<file path="config.mk">
export PLATFORM = sky130hd
export DESIGN_NAME = url_path_decode_check_flat
export DESIGN_NICKNAME = d
export VERILOG_FILES = /design/src/hdl/upd_pkg.sv /design/src/hdl/upd_in_if.sv /design/src/hdl/upd_out_if.sv /design/src/hdl/url_path_decode_check.sv /design/src/hdl/upd_step.sv /design/src/hdl/upd_outq.sv /design/src/flat_wrapper.sv
export SDC_FILE = /design/constraint.sdc
export NUM_CORES = 1
export LEC_CHECK = 0
export ABC_AREA = 1
export BUFFER_PORTS_ARGS = -buffer_cell sky130_fd_sc_hd__buf_2
export CORE_ASPECT_RATIO = 1.25
export CORE_MARGIN = 1
export CORE_UTILIZATION = 40
export CTS_CLUSTER_DIAMETER = 80
export DETAILED_ROUTE_END_ITERATION = 16
export SYNTH_ARGS = -nofsm -noshare
export SYNTH_HDL_FRONTEND = slang
export SYNTH_HIERARCHICAL = 1
export SYNTH_SLANG_ARGS = --single-unit
</file>
<file path="constraint.sdc">
create_clock -name clk_i -period 7 [get_ports clk_i]
set_clock_uncertainty 0.2 [all_clocks]
set_input_delay 0.7 -clock clk_i [delete_from_list [all_inputs] [get_ports clk_i]]
set_output_delay 0.7 -clock clk_i [all_outputs]
set_load 0.1 [all_outputs]
</file>
<file path="src/hdl/upd_pkg.sv">
// shared types, character constants and helper functions for the url path decoder
package upd_pkg;

  // characters the decoder looks for
  localparam logic [7:0] CH_PLUS   = 8'h2B;
  localparam logic [7:0] CH_PCT    = 8'h25;
  localparam logic [7:0] CH_SLASH  = 8'h2F;
  localparam logic [7:0] CH_BSLASH = 8'h5C;
  localparam logic [7:0] CH_DOT    = 8'h2E;
  localparam logic [7:0] CH_SPACE  = 8'h20;

  // most results a single item can produce
  localparam int unsigned MaxRes = 3;

  typedef enum logic [1:0] {
    PH_IDLE  = 2'd0,
    PH_PCT   = 2'd1,
    PH_DIGIT = 2'd2
  } phase_e;

  typedef enum logic [1:0] {
    ST_OK        = 2'd0,
    ST_BAD_ESC   = 2'd1,
    ST_DOT_SEG   = 2'd2,
    ST_EMPTY_SEG = 2'd3
  } status_e;

  // one raw path byte as held in the input register
  typedef struct packed {
    logic [7:0] raw_byte;
    logic       has_byte;
    logic       last;
  } in_t;

  // decoder context carried from one item to the next
  typedef struct packed {
    phase_e      phase;
    logic [7:0]  held;
    logic        started;
    logic [23:0] recent;
    status_e     err;
  } state_t;

  // one result item
  typedef struct packed {
    logic [7:0] out_byte;
    logic       byte_valid;
    logic       end_of_path;
    status_e    status;
  } res_t;

  typedef res_t [MaxRes-1:0] res_arr_t;

  // results of one item, handed from the decode step to the output queue
  typedef struct packed {
    res_arr_t   res;
    logic [1:0] nres;
  } step_out_t;

  // hex digit value, bit 4 set when the character is a hex digit
  function automatic logic [4:0] hex_val(logic [7:0] c);
    logic [4:0] v;
    v = '0;
    if (c >= 8'h30 && c <= 8'h39) begin
      v = {1'b1, c[3:0]};
    end else if ((c >= 8'h61 && c <= 8'h66) || (c >= 8'h41 && c <= 8'h46)) begin
      v = {1'b1, c[3:0] + 4'd9};
    end
    return v;
  endfunction

  // keep the most important error: bad escape, then dot segment, then empty segment
  function automatic status_e note_err(status_e cur, status_e e);
    status_e r;
    r = cur;
    if (cur == ST_OK || e < cur) r = e;
    return r;
  endfunction

  // account for one emitted byte: segment checks and history shift
  function automatic state_t put_raw(state_t s, logic [7:0] b);
    state_t r;
    r = s;
    if (b == CH_SLASH) begin
      if (s.recent[7:0] == CH_SLASH) r.err = note_err(r.err, ST_EMPTY_SEG);
      if (s.recent[7:0] == CH_DOT && s.recent[15:8] == CH_SLASH)
        r.err = note_err(r.err, ST_DOT_SEG);
      if (s.recent[7:0] == CH_DOT && s.recent[15:8] == CH_DOT &&
          s.recent[23:16] == CH_SLASH)
        r.err = note_err(r.err, ST_DOT_SEG);
    end
    r.recent  = {s.recent[15:0], b};
    r.started = 1'b1;
    return r;
  endfunction

  // place a path byte into result slot n
  function automatic res_arr_t put_res(res_arr_t a, logic [1:0] n, logic [7:0] b);
    res_arr_t r;
    r = a;
    for (int k = 0; k < MaxRes; k++) begin
      if (n == 2'(k)) begin
        r[k].out_byte    = b;
        r[k].byte_valid  = 1'b1;
        r[k].end_of_path = 1'b0;
        r[k].status      = ST_OK;
      end
    end
    return r;
  endfunction

endpackage

</file>
<file path="src/hdl/upd_in_if.sv">
// raw path byte channel
interface upd_in_if;
  logic       valid;
  logic       ready;
  logic [7:0] raw_byte;
  logic       has_byte;
  logic       last;

  modport source (output valid, output raw_byte, output has_byte, output last, input ready);
  modport sink (input valid, input raw_byte, input has_byte, input last, output ready);
endinterface

</file>
<file path="src/hdl/upd_out_if.sv">
// decoded path byte channel
interface upd_out_if;
  logic       valid;
  logic       ready;
  logic [7:0] out_byte;
  logic       byte_valid;
  logic       end_of_path;
  logic [1:0] status;

  modport source (output valid, output out_byte, output byte_valid, output end_of_path,
                  output status, input ready);
  modport sink (input valid, input out_byte, input byte_valid, input end_of_path,
                input status, output ready);
endinterface

</file>
<file path="src/hdl/url_path_decode_check.sv">
// top level of the streaming url path percent-decoder and checker
//
// in_i carries one raw path byte per item (raw_byte, has_byte, last); an
// empty path is a single item with has_byte low and last high. out_o carries
// the decoded path bytes; the final result of a path has end_of_path set and
// a status (ok, bad escape, dot segment, empty segment). On a bad escape the
// downstream discards what it already took of that path.
// An accepted item waits in the input register, is decoded combinationally
// and moves into the result register once that register is emptying; its
// results are then shown from the result register.
// Throughput is one item per cycle while each item yields at most one
// result and out_o is ready; an item with up to 3 results holds the result
// register until out_o, at one result per ready cycle, has taken them all.
// When out_o stalls, the result register holds and one more item is still
// taken into the input register before in_i ready drops.
// Reset clears the decoder context and empties the input register and the result
// register; the block takes items in the first cycle after reset.
module url_path_decode_check (
  input logic      clk_i,
  input logic      rst_ni,
  upd_in_if.sink   in_i,
  upd_out_if.source out_o
);
  import upd_pkg::*;

  in_t       in_q, in_d;
  logic      in_vld_q, in_vld_d;
  state_t    st_q, st_d, st_step;
  step_out_t step_res;
  res_t      head;
  logic      out_vld;
  logic      empty_next;
  logic      accept;
  logic      advance;

  // input register handshake
  assign advance    = in_vld_q && empty_next;
  assign in_i.ready = !in_vld_q || advance;
  assign accept     = in_i.valid && in_i.ready;

  always_comb begin
    in_d     = in_q;
    in_vld_d = in_vld_q;
    if (accept) begin
      in_d.raw_byte = in_i.raw_byte;
      in_d.has_byte = in_i.has_byte;
      in_d.last     = in_i.last;
      in_vld_d      = 1'b1;
    end else if (advance) begin
      in_vld_d = 1'b0;
    end
    st_d = advance ? st_step : st_q;
  end

  // decode logic
  upd_step u_step (
    .item_i (in_q),
    .st_i   (st_q),
    .st_o   (st_step),
    .res_o  (step_res)
  );

  // result register
  upd_outq u_outq (
    .clk_i        (clk_i),
    .rst_ni       (rst_ni),
    .load_i       (advance),
    .step_i       (step_res),
    .pop_i        (out_o.ready),
    .head_o       (head),
    .valid_o      (out_vld),
    .empty_next_o (empty_next)
  );

  assign out_o.valid       = out_vld;
  assign out_o.out_byte    = head.out_byte;
  assign out_o.byte_valid  = head.byte_valid;
  assign out_o.end_of_path = head.end_of_path;
  assign out_o.status      = head.status;

  // control state
  always_ff @(posedge clk_i or negedge rst_ni) begin
    if (!rst_ni) begin
      in_vld_q <= 1'b0;
      st_q     <= '0;
    end else begin
      in_vld_q <= in_vld_d;
      st_q     <= st_d;
    end
  end

  // input payload
  always_ff @(posedge clk_i) begin
    in_q <= in_d;
  end

  // a decoded item with results shows them on the next cycle
  a_load_shows : assert property (@(posedge clk_i) disable iff (!rst_ni)
    advance && step_res.nres != 2'd0 |=> out_o.valid)
    else $error("loaded results not visible");

  // the context is cleared after the last item of a path
  a_ctx_clear : assert property (@(posedge clk_i) disable iff (!rst_ni)
    advance && in_q.last |=> st_q == '0)
    else $error("decoder context not cleared at end of path");

  // a result without a path byte only ever closes a path
  a_empty_is_end : assert property (@(posedge clk_i) disable iff (!rst_ni)
    out_o.valid && !out_o.byte_valid |-> out_o.end_of_path)
    else $error("empty result without end mark");

  // status only on the final result
  a_status_end : assert property (@(posedge clk_i) disable iff (!rst_ni)
    out_o.valid && !out_o.end_of_path |-> out_o.status == ST_OK)
    else $error("status on a non-final result");

endmodule

</file>
<file path="src/hdl/upd_step.sv">
// decode step: one raw byte plus context in, up to three result items and new context out
module upd_step (
  input  upd_pkg::in_t       item_i,
  input  upd_pkg::state_t    st_i,
  output upd_pkg::state_t    st_o,
  output upd_pkg::step_out_t res_o
);
  import upd_pkg::*;

  state_t     s;
  res_arr_t   res;
  logic [1:0] n;
  logic [1:0] dec_v;
  logic [7:0] dec_b [2];
  logic [7:0] d;
  logic [7:0] plain_c;
  logic [7:0] plain_h;
  logic [4:0] hi;
  logic [4:0] lo;

  // literal bytes: plus maps to space
  assign plain_c = (item_i.raw_byte == CH_PLUS) ? CH_SPACE : item_i.raw_byte;
  assign plain_h = (st_i.held == CH_PLUS) ? CH_SPACE : st_i.held;
  assign hi      = hex_val(st_i.held);
  assign lo      = hex_val(item_i.raw_byte);

  always_comb begin
    s        = st_i;
    res      = '0;
    n        = '0;
    dec_v    = '0;
    dec_b[0] = '0;
    dec_b[1] = '0;
    d        = '0;

    // escape sequencing: pick up to two decoded bytes
    if (item_i.has_byte) begin
      case (st_i.phase)
        PH_PCT: begin
          if (item_i.last) begin
            dec_v    = 2'b11;
            dec_b[0] = CH_PCT;
            dec_b[1] = plain_c;
            s.phase  = PH_IDLE;
          end else begin
            s.held  = item_i.raw_byte;
            s.phase = PH_DIGIT;
          end
        end
        PH_DIGIT: begin
          s.phase = PH_IDLE;
          if (!hi[4] || !lo[4]) begin
            s.err = ST_BAD_ESC;
          end else begin
            dec_v[0] = 1'b1;
            dec_b[0] = {hi[3:0], lo[3:0]};
          end
        end
        default: begin
          if (item_i.raw_byte == CH_PCT && !item_i.last) begin
            s.phase = PH_PCT;
          end else begin
            dec_v[0] = 1'b1;
            dec_b[0] = plain_c;
          end
        end
      endcase
    end else if (item_i.last) begin
      // flush a pending escape as literals
      case (st_i.phase)
        PH_PCT: begin
          dec_v[0] = 1'b1;
          dec_b[0] = CH_PCT;
        end
        PH_DIGIT: begin
          dec_v    = 2'b11;
          dec_b[0] = CH_PCT;
          dec_b[1] = plain_h;
        end
        default: begin
          dec_v = '0;
        end
      endcase
      s.phase = PH_IDLE;
    end

    // emit decoded bytes with backslash mapping and leading slash
    for (int i = 0; i < 2; i++) begin
      if (dec_v[i] && s.err != ST_BAD_ESC) begin
        d = (dec_b[i] == CH_BSLASH) ? CH_SLASH : dec_b[i];
        if (!s.started && d != CH_SLASH) begin
          res = put_res(res, n, CH_SLASH);
          s   = put_raw(s, CH_SLASH);
          n   = n + 2'd1;
        end
        res = put_res(res, n, d);
        s   = put_raw(s, d);
        n   = n + 2'd1;
      end
    end

    // end of path: lone slash, trailing dot checks, end mark and status
    if (item_i.last) begin
      if (!s.started && s.err != ST_BAD_ESC) begin
        res = put_res(res, n, CH_SLASH);
        s   = put_raw(s, CH_SLASH);
        n   = n + 2'd1;
      end
      if (s.recent[15:0] == {CH_SLASH, CH_DOT}) s.err = note_err(s.err, ST_DOT_SEG);
      if (s.recent == {CH_SLASH, CH_DOT, CH_DOT}) s.err = note_err(s.err, ST_DOT_SEG);
      if (n == 2'd0) n = 2'd1;
      for (int k = 0; k < MaxRes; k++) begin
        if (n - 2'd1 == 2'(k)) begin
          res[k].end_of_path = 1'b1;
          res[k].status      = s.err;
        end
      end
      s = '0;
    end

    st_o      = s;
    res_o.res = res;
    res_o.nres = n;
  end

endmodule

</file>
<file path="src/hdl/upd_outq.sv">
// result register: holds an item's results and pops one per cycle on pop_i
module upd_outq (
  input  logic               clk_i,
  input  logic               rst_ni,
  input  logic               load_i,
  input  upd_pkg::step_out_t step_i,
  input  logic               pop_i,
  output upd_pkg::res_t      head_o,
  output logic               valid_o,
  output logic               empty_next_o
);
  import upd_pkg::*;

  res_arr_t   ent_q, ent_d;
  logic [1:0] cnt_q, cnt_d;
  logic       pop;

  assign valid_o      = (cnt_q != 2'd0);
  assign pop          = valid_o && pop_i;
  assign empty_next_o = (cnt_q == 2'd0) || (cnt_q == 2'd1 && pop_i);
  assign head_o       = ent_q[0];

  // load a fresh set or shift toward the head on a pop
  always_comb begin
    ent_d = ent_q;
    cnt_d = cnt_q;
    if (load_i) begin
      ent_d = step_i.res;
      cnt_d = step_i.nres;
    end else if (pop) begin
      for (int k = 0; k < MaxRes - 1; k++) ent_d[k] = ent_q[k+1];
      cnt_d = cnt_q - 2'd1;
    end
  end

  // occupancy
  always_ff @(posedge clk_i or negedge rst_ni) begin
    if (!rst_ni) begin
      cnt_q <= '0;
    end else begin
      cnt_q <= cnt_d;
    end
  end

  // result payload
  always_ff @(posedge clk_i) begin
    ent_q <= ent_d;
  end

endmodule
</file>
<file path="src/flat_wrapper.sv">
// flat-port wrapper written by rule: the top's interface ports become plain ports
module url_path_decode_check_flat import upd_pkg::*;
  (clk_i, rst_ni, in_i_valid, in_i_raw_byte, in_i_has_byte, in_i_last, in_i_ready, out_o_valid, out_o_out_byte, out_o_byte_valid, out_o_end_of_path, out_o_status, out_o_ready);
  upd_in_if in_i_i ();
  upd_out_if out_o_i ();
  input logic clk_i;
  input logic rst_ni;
  input wire logic [$bits(in_i_i.valid)-1:0] in_i_valid;
  input wire logic [$bits(in_i_i.raw_byte)-1:0] in_i_raw_byte;
  input wire logic [$bits(in_i_i.has_byte)-1:0] in_i_has_byte;
  input wire logic [$bits(in_i_i.last)-1:0] in_i_last;
  output wire logic [$bits(in_i_i.ready)-1:0] in_i_ready;
  output wire logic [$bits(out_o_i.valid)-1:0] out_o_valid;
  output wire logic [$bits(out_o_i.out_byte)-1:0] out_o_out_byte;
  output wire logic [$bits(out_o_i.byte_valid)-1:0] out_o_byte_valid;
  output wire logic [$bits(out_o_i.end_of_path)-1:0] out_o_end_of_path;
  output wire logic [$bits(out_o_i.status)-1:0] out_o_status;
  input wire logic [$bits(out_o_i.ready)-1:0] out_o_ready;
  assign in_i_i.valid = in_i_valid;
  assign in_i_i.raw_byte = in_i_raw_byte;
  assign in_i_i.has_byte = in_i_has_byte;
  assign in_i_i.last = in_i_last;
  assign in_i_ready = in_i_i.ready;
  assign out_o_valid = out_o_i.valid;
  assign out_o_out_byte = out_o_i.out_byte;
  assign out_o_byte_valid = out_o_i.byte_valid;
  assign out_o_end_of_path = out_o_i.end_of_path;
  assign out_o_status = out_o_i.status;
  assign out_o_i.ready = out_o_ready;
  url_path_decode_check u_core (.clk_i(clk_i), .rst_ni(rst_ni), .in_i(in_i_i), .out_o(out_o_i));
endmodule
</file>
==> flow_summary.ini <==
[routing]
drt_iter0_drc = 617
ant_nets = 0
vias = 6790
routedWlPerCell_um = 15.7
first_pass_iters = 7
remaining_drc_errors = 0
routed_via_density = 5.35
routed_wl_mm = 19.9

[setup_path]
timing.rr.start = u_core/st_q[27]$_DFFE_PN0P_
regToRegSetupSlack_ns = 1.26
crit_path_end = u_core/u_outq/head_o[9]$_DFFE_PP_
reg2reg_to = u_core/u_outq/head_o[9]$_DFFE_PP_
crit_slowest_cell = nand2_2
crit_start = u_core/st_q[27]$_DFFE_PN0P_
crit_type = reg -> reg
worst_ep_arrival_time_ns = 5.65
critPathMaxStageDelay_ns = 0.47
start_kind = register
reg2reg_depth = 29
cp.required_ns = 6.92
cp_common_cell = nand2_1
crit_path_end_kind = register
crit_path_max_fanout = 29

[die]
chipWidth_um = 119
io_pins = 28
start_util_pct = 40.9
rows = 53
core-area_mm2 = 0.0168
die_h_um = 149
dieArea_mm2 = 0.0177

[synth]
ys_ff_latch = 86
yosysUniqueCellTypes = 49
yosysTopAreaCell = nand2_1
syn_area_per_cell_um2 = 6.55
seq_area_frac_synth_pct = 34.6
syn-cell-area_mm2 = 0.00688
yosysMostFrequentCell = nand2_1
synth_cells = 1050
synth-edff-count = 46
async_flop_share_pct = 46.5
synth_top_area_share_pct = 20.8
synth-main-ff-cell = edfxtp_1
synthTopCellsByCount = 381 x nand2_1, 116 x nor2_1, 89 x nand3_1
ys_top_cells_by_area = nand2_1 21%, edfxtp_1 20%, dfrtp_1 15%, nand3_1 6.5%, nor2_1 6.3%
ys_warn_count = 6
synth_fp_nets = 1077

[cts]
cts_tree = done
cts.sinks = 86
holdBufCountCts = 0
htree_levels = 3
post_cts_buffers = 0
insertion_delay_ns = 0.36
cts_resized = 0
cts_buffer_depth = 2
root_buffer = clkbuf_16
clk_pin_slew_ns = 0.07
numCtsBuffers = 9

[finish]
diodes = 0
drive_gt1_share_pct = 9.35
fin_nets = 1070
finalNonFillerCells = 1268
area_growth_syn_to_layout_pct = 6.51

[power]
power.switching_mw = 1.59
p_seq_share_pct = 29.4
comb_power_share_pct = 52.4
power.internal_mw = 1.45
power.share.clock_pct = 18.2
switching_share_pct = 52.3
peakVddDrop_v = 0.000329
leakage_nw = 3.46
finalPower_mw = 3.04
power_density_mw_per_mm2 = 415

[sta]
worstMarginPinSlew_ns = 1.06
maxSlewViolCount = 0
maxSlewHeadroom_pct = 29.3
post-route-period-util_pct = 82.0
finalHoldViolations = 0
period_needed_ns = 5.74
fmax_ghz = 0.174
rsz0062_at_grt = false
setup_tns_ns = 0
setup-violations-final = 0
whs_ns = 0.276

[place]
dp_cells = 1252
port-buffer-count = 27
dp_hpwl_mm = 14.7
place_congestion = 0.933

[min_path]
holdCritPathClass = reg -> reg

[grt]
track_usage_pct = 23.4
grt_max_degree = 42
antenna_found_initial = 0
grt_pass1_vias = 6318
grt_pass1_wl_mm = 32.2
grt_overflow = 0

[outcome]
run_status = finished clean

[flow_run]
max_cap_violations = 0
critical path, delay by kind of cell, from the launching register on:
family                   cells  cell delay [ns]
AO/OA/AOI/OAI                3             0.56
adder cells (fa/ha/maj)      2             0.39
buffers and inverters        3             0.47
flip-flops                   1             0.44
AND/OR/NAND/NOR             21             3.42
how the worst min path moves through the flow:
stage	startpoint	endpoint	slack, ns	cells past startpoint
5_1_grt	u_core/st_q[0]$_DFFE_PN0P_	u_core/st_q[0]$_DFFE_PN0P_	0.29	2
3_5_place_dp	u_core/st_q[0]$_DFFE_PN0P_	u_core/st_q[0]$_DFFE_PN0P_	0.26	2
3_3_place_gp	u_core/st_q[0]$_DFFE_PN0P_	u_core/st_q[0]$_DFFE_PN0P_	0.25	2
6_report	u_core/st_q[22]$_DFFE_PN0P_	u_core/st_q[22]$_DFFE_PN0P_	0.28	2
4_1_cts	u_core/st_q[0]$_DFFE_PN0P_	u_core/st_q[0]$_DFFE_PN0P_	0.28	2
2_1_floorplan	rst_ni	u_core/in_vld_q$_DFFE_PN0P_	0.20	0
routing by layer:
layer	vias up	wire [um]	global-route usage [%]
li1	3385	-	-
met1	3122	8850	30.2
met2	242	9310	38.5
met3	41	1110	3.03
met4	0	666	11.9
met5	-	0	0
stage by stage:
stage / worst slack, ns / utilization [%] / area, um2
6_report: 1.26 / 43.5 / 7330
5_1_grt: 0.551 / 43.5 / 7330
4_1_cts: 1.38 / 43.5 / 7330
3_5_place_dp: 1.41 / 41.5 / 6990
3_3_place_gp: 1.39 / 41.5 / 6990
2_1_floorplan: 2.87 / - / 6880
power by group through the flow:
stage | Sequential [mW] | Combinational [mW] | Clock, mW
2_1_floorplan | 0.855 | 1.37 | 0
3_3_place_gp | 0.900 | 1.59 | 0
3_5_place_dp | 0.903 | 1.58 | 0
4_1_cts | 0.894 | 1.59 | 0.567
5_1_grt | 0.918 | 1.76 | 0.584
6_report | 0.895 | 1.59 | 0.554
cell families after synthesis:
| family | synth area share [%] |
|---|---|
| XOR/XNOR | 0.382 |
| AO/OA/AOI/OAI | 12.1 |
| flip-flops | 34.6 |
| adder cells (fa/ha/maj) | 2.36 |
| buffers and inverters | 11.1 |
| AND/OR/NAND/NOR | 39.4 |
final cells by class:
| type | count | area [um2] |
|---|---|---|
| Sequential cell | 86 | 2380 |
| Inverter | 105 | 394 |
| Clock buffer | 9 | 225 |
| Tap cell | 220 | 275 |
| Fill cell | 1824 | 9510 |
| Multi-Input combinational cell | 805 | 3740 |
| Clock inverter | 7 | 111 |
| Timing Repair Buffer | 36 | 203 |
registers in the layout, summed over array words and instances, names as in the netlist:
signal / count
u_core/u_outq/cnt_q: 2
u_core/in_vld_q: 1
u_core/u_outq/head_o: 12
u_core/u_outq/ent_q: 24
u_core/in_q: 10
u_core/st_q: 37
layout by cell type, fill, tap and decap left out, drive strengths merged, types with 3 or more instances in the layout:
master / netlist / layout
nand2: 397 / 397
nor2: 117 / 117
inv: 102 / 106
nand3: 93 / 93
o21ai: 83 / 83
edfxtp: 46 / 46
dfrtp: 40 / 40
buf: 44 / 36
a21oi: 30 / 30
ha: 13 / 13
o22ai: 13 / 13
nand4: 11 / 11
clkbuf: 10 / 9
nor4: 9 / 9
nor3: 7 / 7
o211ai: 6 / 6
nand3b: 4 / 4
clkinv: 3 / 4
a21boi: 4 / 4
xor2: 3 / 3
or2: 3 / 3
(Power assumes the default switching activity.)
